**src/design/utf8u2_pkg.sv**
```systemverilog
`timescale 1ns / 1ps
`default_nettype none

package utf8u2_pkg;

    localparam int BYTE_W  = 8;
    localparam int UNIT_W  = 16;
    localparam int COUNT_W = 16;
    localparam int PEND_W  = 3;
    localparam int SHIFT_W = 6;

    // Capacity after reset: the whole 16-bit range
    localparam logic [COUNT_W-1:0] CAP_RESET = '1;

    // Continuation bytes expected after each lead form
    localparam logic [PEND_W-1:0] PEND_LEAD2 = 3'd1;
    localparam logic [PEND_W-1:0] PEND_LEAD3 = 3'd2;
    localparam logic [PEND_W-1:0] PEND_LEAD4 = 3'd3;
    localparam logic [PEND_W-1:0] PEND_LEAD5 = 3'd4;
    localparam logic [PEND_W-1:0] PEND_LEAD6 = 3'd5;

    // Pipeline control between the input stage and the result register
    typedef struct packed {
        logic advance;   // input stage hands its byte on this cycle
        logic produce;   // the byte yields a result item
        logic emit;      // the byte yields a new code unit
    } t_step_ctl;

endpackage

`default_nettype wire

```
**src/design/utf8_to_ucs2_decoder_unit.sv**
```systemverilog
`timescale 1ns / 1ps
`default_nettype none

// UTF-8 to 16-bit code unit decoder.
// Slave stream: one UTF-8 byte per transaction in s_axis_tdata, with tlast on the
// final byte of a string. Master stream: one result per byte that emits a code unit
// or ends a string; tdata holds code_unit and the running unit_count, tuser
// flags a newly emitted unit, tlast marks the result of the final byte. Bytes that
// only open or extend a sequence, stray continuations and bytes past capacity
// produce no result unless they end a string.
// Configuration: a write on the cfg channel sets the per-string capacity; write it
// only while no byte or result is in flight. A write between two bytes of a string
// applies to the bytes that follow. A capacity of zero emits nothing.
// Each result passes the input register, then the result register. Throughput: one
// byte per cycle while the receiver does not stall, set by the single decode step
// between the registers; while a result waits, only a byte yielding no result moves on.
// Reset (synchronous, active low) empties both registers, clears the string state
// and sets capacity to 65535.
// Receiver stall: the result register holds; a byte that yields no result still
// drains, and once the input register backs up s_axis_tready drops.
module utf8_to_ucs2_decoder_unit
    import utf8u2_pkg::*;
(
    input  wire logic                 i_clk,
    input  wire logic                 i_rst_n,
    // byte_in [7:0]
    input  wire logic [BYTE_W-1:0]    i_s_axis_tdata,
    input  wire logic                 i_s_axis_tlast,
    input  wire logic                 i_s_axis_tvalid,
    output      logic                 o_s_axis_tready,
    // code_unit [15:0], unit_count [31:16]
    output      logic [UNIT_W+COUNT_W-1:0] o_m_axis_tdata,
    // unit_valid [0]
    output      logic                 o_m_axis_tuser,
    output      logic                 o_m_axis_tlast,
    output      logic                 o_m_axis_tvalid,
    input  wire logic                 i_m_axis_tready,
    input  wire logic [COUNT_W-1:0]   i_cfg_data,
    input  wire logic                 i_cfg_valid,
    output      logic                 o_cfg_ready
);

    logic [COUNT_W-1:0] r_capacity;

    logic               r_in_valid;
    logic [BYTE_W-1:0]  r_byte;
    logic               r_last;

    logic [UNIT_W-1:0]  r_partial;
    logic [PEND_W-1:0]  r_pending;
    logic [COUNT_W-1:0] r_units;
    logic               r_full;

    logic               r_out_valid;
    logic [UNIT_W-1:0]  r_out_unit;
    logic [COUNT_W-1:0] r_out_count;
    logic               r_out_flag;
    logic               r_out_last;

    logic [UNIT_W-1:0]  n_partial;
    logic [PEND_W-1:0]  n_pending;
    logic [COUNT_W-1:0] n_units;
    logic               n_full;
    logic [UNIT_W-1:0]  n_unit;

    logic               full_now;
    logic               out_free;
    t_step_ctl          ctl;

    // Configuration register, always ready
    assign o_cfg_ready = 1'b1;

    always_ff @(posedge i_clk) begin
        if (!i_rst_n) begin
            r_capacity <= CAP_RESET;
        end else if (i_cfg_valid) begin
            r_capacity <= i_cfg_data;
        end
    end

    // Decode one byte against the string state
    always_comb begin
        n_partial = r_partial;
        n_pending = r_pending;
        n_units   = r_units;
        n_unit    = '0;
        ctl.emit  = 1'b0;
        full_now  = r_full || (r_units >= r_capacity);

        if (!full_now) begin
            unique case (r_byte) inside
                8'b10??????: begin
                    n_partial = {r_partial[UNIT_W-SHIFT_W-1:0], r_byte[SHIFT_W-1:0]};
                    if (r_pending != '0) begin
                        n_pending = r_pending - 1'b1;
                        if (r_pending == PEND_LEAD2) begin
                            ctl.emit = 1'b1;
                            n_unit   = n_partial;
                        end
                    end
                end
                8'b0???????: begin
                    ctl.emit = 1'b1;
                    n_unit   = {{(UNIT_W-BYTE_W){1'b0}}, r_byte};
                end
                8'b110?????: begin
                    n_partial = {{(UNIT_W-5){1'b0}}, r_byte[4:0]};
                    n_pending = PEND_LEAD2;
                end
                8'b1110????: begin
                    n_partial = {{(UNIT_W-4){1'b0}}, r_byte[3:0]};
                    n_pending = PEND_LEAD3;
                end
                8'b11110???: begin
                    n_partial = {{(UNIT_W-3){1'b0}}, r_byte[2:0]};
                    n_pending = PEND_LEAD4;
                end
                8'b111110??: begin
                    n_partial = {{(UNIT_W-2){1'b0}}, r_byte[1:0]};
                    n_pending = PEND_LEAD5;
                end
                default: begin
                    n_partial = {{(UNIT_W-1){1'b0}}, r_byte[0]};
                    n_pending = PEND_LEAD6;
                end
            endcase
        end

        if (ctl.emit) begin
            n_units = r_units + 1'b1;
        end
        n_full = full_now || (ctl.emit && (n_units >= r_capacity));

        ctl.produce = ctl.emit || r_last;
        out_free    = !r_out_valid || i_m_axis_tready;
        ctl.advance = r_in_valid && (!ctl.produce || out_free);
    end

    assign o_s_axis_tready = !r_in_valid || ctl.advance;

    // Input register: load on every accepted transaction
    always_ff @(posedge i_clk) begin
        if (!i_rst_n) begin
            r_in_valid <= 1'b0;
        end else if (o_s_axis_tready) begin
            r_in_valid <= i_s_axis_tvalid;
        end
    end

    always_ff @(posedge i_clk) begin
        if (o_s_axis_tready && i_s_axis_tvalid) begin
            r_byte <= i_s_axis_tdata;
            r_last <= i_s_axis_tlast;
        end
    end

    // String state: advance with each byte, clear after the last one
    always_ff @(posedge i_clk) begin
        if (!i_rst_n) begin
            r_partial <= '0;
            r_pending <= '0;
            r_units   <= '0;
            r_full    <= 1'b0;
        end else if (ctl.advance) begin
            if (r_last) begin
                r_partial <= '0;
                r_pending <= '0;
                r_units   <= '0;
                r_full    <= 1'b0;
            end else begin
                r_partial <= n_partial;
                r_pending <= n_pending;
                r_units   <= n_units;
                r_full    <= n_full;
            end
        end
    end

    // Result register: hold while the receiver stalls
    always_ff @(posedge i_clk) begin
        if (!i_rst_n) begin
            r_out_valid <= 1'b0;
        end else if (out_free) begin
            r_out_valid <= ctl.advance && ctl.produce;
        end
    end

    always_ff @(posedge i_clk) begin
        if (out_free && ctl.advance && ctl.produce) begin
            r_out_unit  <= n_unit;
            r_out_count <= n_units;
            r_out_flag  <= ctl.emit;
            r_out_last  <= r_last;
        end
    end

    assign o_m_axis_tvalid = r_out_valid;
    assign o_m_axis_tdata  = {r_out_count, r_out_unit};
    assign o_m_axis_tuser  = r_out_flag;
    assign o_m_axis_tlast  = r_out_last;

    // Every result carries a unit, a string end, or both
    a_result_has_reason: assert property (@(posedge i_clk) disable iff (!i_rst_n)
        o_m_axis_tvalid |-> (o_m_axis_tuser || o_m_axis_tlast))
        else $error("result with neither unit nor string end");

    // An emitted unit is always counted
    a_unit_counted: assert property (@(posedge i_clk) disable iff (!i_rst_n)
        (o_m_axis_tvalid && o_m_axis_tuser) |-> (o_m_axis_tdata[UNIT_W +: COUNT_W] != '0))
        else $error("emitted unit with zero count");

    // Without a unit the code unit field reads zero
    a_unit_zero: assert property (@(posedge i_clk) disable iff (!i_rst_n)
        (o_m_axis_tvalid && !o_m_axis_tuser) |-> (o_m_axis_tdata[UNIT_W-1:0] == '0))
        else $error("nonzero code unit without emission");

    // A sequence never expects more than five continuation bytes
    a_pending_range: assert property (@(posedge i_clk) disable iff (!i_rst_n)
        r_pending <= PEND_LEAD6)
        else $error("pending count out of range");

    // The last byte of a string leaves a clean state behind
    a_last_clears: assert property (@(posedge i_clk) disable iff (!i_rst_n)
        (ctl.advance && r_last) |=> (r_units == '0 && r_pending == '0 && !r_full))
        else $error("string state not cleared after last byte");

endmodule

`default_nettype wire
```
**config.mk**
```make
export PLATFORM = sky130hd
export DESIGN_NAME = utf8_to_ucs2_decoder_unit
export DESIGN_NICKNAME = d
export VERILOG_FILES = /design/src/design/utf8u2_pkg.sv /design/src/design/utf8_to_ucs2_decoder_unit.sv
export SDC_FILE = /design/constraint.sdc
export NUM_CORES = 1
export LEC_CHECK = 0
export ABC_AREA = 1
export BUFFER_PORTS_ARGS = -buffer_cell sky130_fd_sc_hd__buf_2
export CAP_MARGIN = 20
export CORE_MARGIN = 1.5
export CORE_UTILIZATION = 52
export CTS_CLUSTER_SIZE = 12
export DETAILED_ROUTE_END_ITERATION = 8
export PLACE_DENSITY = 0.76
export SKIP_CTS_REPAIR_TIMING = 1
export SYNTH_ARGS = -nofsm -noshare
export SYNTH_HDL_FRONTEND = slang
export SYNTH_SLANG_ARGS = --single-unit
```
**constraint.sdc**
```tcl
create_clock -name i_clk -period 2.5 [get_ports i_clk]
set_input_delay 0.375 -clock i_clk [delete_from_list [all_inputs] [get_ports i_clk]]
set_output_delay 0.375 -clock i_clk [all_outputs]
set_load 0.02 [all_outputs]
```
==> impl_metrics.py <==
metrics = {
    "synthesis": {
        "syn-instance-count": 561,
        "synth_top_area_frac": 0.271,
        "synth_area_um2": 4770,
        "syn_area_per_cell_um2": 8.51,
        "synthesis.nets": 627,
        "synth_cell_types": 44,
        "yosysWarningCount": 0,
        "synth_top_cell_by_area": "edfxtp_1",
        "yosys-top-cells-area": "edfxtp_1 (27%), dfxtp_1 (20%), ha_1 (9.4%)",
        "seq_area_frac_synth": 0.472,
        "ys_ff_latch": 91,
    },
    "timing": {
        "worstMarginPinSlew_ps": 893,
        "setup_viol": 73,
        "rsz0062_at_grt": "yes",
        "fmaxAchievable_mhz": 324,
        "slew_violations": 0,
        "max_slew_margin": 0.403,
        "tns_ps": -16170,
        "skew_ps": 15.1,
        "post-route-period-util": 1.24,
        "setup_ws_ps": -588,
        "hold_viol": 0,
        "fin_crit_ps": 3090,
    },
    "setup_path": {
        "crit_start": "r_capacity[5]$_SDFFE_PN1P_",
        "timing.critical_path.cells": "inv_1 -> ha_4 -> a21oi_2 -> o21a_1 -> nand2_2 -> nand2_2 -> nand3_4 -> buf_8 -> o21ai_2 -> inv_1 -> ha_1 -> nand2_2 -> inv_2 -> nand3_2 -> inv_1 -> a21oi_1 -> nand3_1 -> nand2_1 -> nand2_1 -> nand2_1 -> a21oi_2",
        "rr_worst_depth": 21,
        "critPathRequiredTime_ps": 2730,
        "crit_arrival_ps": 3320,
        "worst_setup_path_start_kind": "flip-flop",
        "cp_max_fo": 7,
        "slowest_delay_ps": 330,
        "slowest_stage": "dfxtp_1",
        "setup.worst_path.end_class": "flip-flop",
        "critical_path_class": "flip-flop to flip-flop",
        "rr_startpoint": "r_capacity[5]$_SDFFE_PN1P_",
    },
    "clocking": {
        "cts_tree": "done",
        "cts_root_buffer": "clkbuf_8",
        "h-tree-depth": 3,
        "cts-buffers-inserted": 9,
        "clk_latency_ps": 380,
        "cts_buffer_depth": 2,
        "clkTransAtPathRegs_ps": 100,
        "cts.sinks": 91,
    },
    "floorplanning": {
        "rows": 34,
        "start_util": 0.542,
        "die_y_um": 98.8,
        "core_um2": 8810,
        "ioPinCount": 67,
        "die_width_um": 98.8,
        "die-area_um2": 9760,
    },
    "detailed_routing": {
        "first_pass_iters": 7,
        "wl_per_cell_um": 16.5,
        "drt_iter0_drc": 340,
        "avgViaCountPerCell": 5.48,
        "vias": 4627,
        "drc_errors": 5,
        "ant_nets": 0,
        "totalWireLength_mm": 13.9,
    },
    "finish": {
        "post-route-util": 0.763,
        "nets": 797,
        "postLayoutCellArea_um2": 6720,
        "antennaDiodeCount": 0,
        "drive_above_1_share": 0.376,
        "area_growth_pct": 40.7,
    },
    "global_routing": {
        "grt_pass1_vias": 4127,
        "grt_usage": 0.251,
        "antenna_found_initial": 0,
        "grt_pass1_wl_mm": 19.4,
        "grt_max_degree": 46,
        "grt-ovfl-total": 0,
    },
    "hold_path": {
        "whs_path_depth": 1,
        "hold_path.startpoint": "i_s_axis_tdata[5]",
        "holdCritPathClass": "input pin to flip-flop",
    },
    "placement": {
        "place_ws_ps": -433,
        "hpwl_mm": 8.71,
        "placed_area_um2": 5850,
        "gp_congestion": 0.940,
        "portBuffers": 65,
    },
    "power_and_ir_drop": {
        "ir_worst_vdd_uv": 381,
        "p_leak_uw": 0.00304,
        "power_density_nw_per_um2": 496,
        "total_power_uw": 3330,
    },
    "status": {
        "status": "finished with violations",
        "violations": "DRC, setup timing",
    },
    "run": {
        "drv_cap": 0,
    },
}
[worst max-delay path, delay by kind of cell, from the launching register on]
| kind | cells | cell delay [ps] |
|---|---|---|
| AOI/OAI and AO/OA | 5 | 720 |
| and+or+nand+nor | 9 | 860 |
| adders and majority gates | 2 | 550 |
| buffers and inverters | 5 | 450 |
| DFF | 1 | 330 |
[cells in the mapped netlist (all sizes together)]
cell and instances:
a211oi 1, a21boi 1, a21oi 61, a31oi 2, and2 1, and3 1
buf 5, clkbuf 11, clkinv 2, conb 1, dfxtp 48, edfxtp 43
ha 36, inv 77, nand2 120, nand3 30, nand3b 3, nand4 4
nor2 43, nor3 11, nor3b 6, nor4 1, o211ai 2, o21a 1
o21ai 36, o21bai 1, o22ai 1, xor2 12
[metrics by stage]
stage,cells,hold slack [ps]
floorplan,561,441
global route,844,163
global placement,801,448
finish,844,167
CTS,817,161
detailed placement,801,452
[state kept, by name, indices dropped and copies added, names as in the netlist]
register / flops
r_in_valid: 1
r_out_count: 16
r_full: 1
o_m_axis_tvalid: 1
r_units: 16
o_m_axis_tuser: 1
r_last: 1
r_byte: 8
r_partial: 10
o_m_axis_tlast: 1
r_out_unit: 16
r_capacity: 16
r_pending: 3
[final timing paths]
kind | end | slack [ps]
worst min-delay path | r_byte[5]$_DFFE_PP_ | 170
worst min register to register | r_partial[7]$_SDFFE_PN0P_ | 470
worst max-delay path | r_full$_SDFFE_PN0P_ | -590
worst max register to register | r_full$_SDFFE_PN0P_ | -590
[placed cells by master (no fill, tap or decap), types with 10 or more instances in the layout]
cell / n
buf_2: 64
nand2_1: 106
ha_1: 22
o21ai_0: 21
edfxtp_1: 43
o21ai_1: 10
dfxtp_2: 12
inv_1: 63
buf_4: 91
nand3_1: 25
nor2_1: 36
ha_4: 13
dfxtp_1: 36
a21oi_1: 53
xor2_1: 12
inv_2: 13
[cells by family (layout without fill, tap and decap cells)]
logic type	Yosys count	in the layout	share of synthesized area
other	1	1	0.000786
adder cells (fa/ha/maj)	36	36	0.0944
buffers and inverters	95	270	0.0799
AND/OR/NAND/NOR	220	220	0.212
flip-flops	91	91	0.472
XOR/XNOR	12	12	0.0220
AO/OA/AOI/OAI	106	106	0.119
[final cells by class]
type	instances	area, um2
clock inverters	6	62.6
repair buffers	173	1310
multi-input cells	375	2460
repair inverters	2	16.3
clock buffers	10	149
well taps	108	135
flip-flops and latches	91	2270
inverters	79	317
fillers	554	2090
[report_power, final]
part	internal, uW	total (uW)	switching, uW
logic	269	621	351
registers	1630	1660	30.7
clock network	448	1050	601
total	2350	3330	983
[per-layer routing]
layer,track usage,part of all wire,up-vias
met2,0.416,0.48,217
met4,0.0978,0.036,0
met1,0.334,0.42,2151
met5,0,0,-
met3,0.0369,0.069,50
li1,-,-,2209
(Power assumes the default switching activity.)
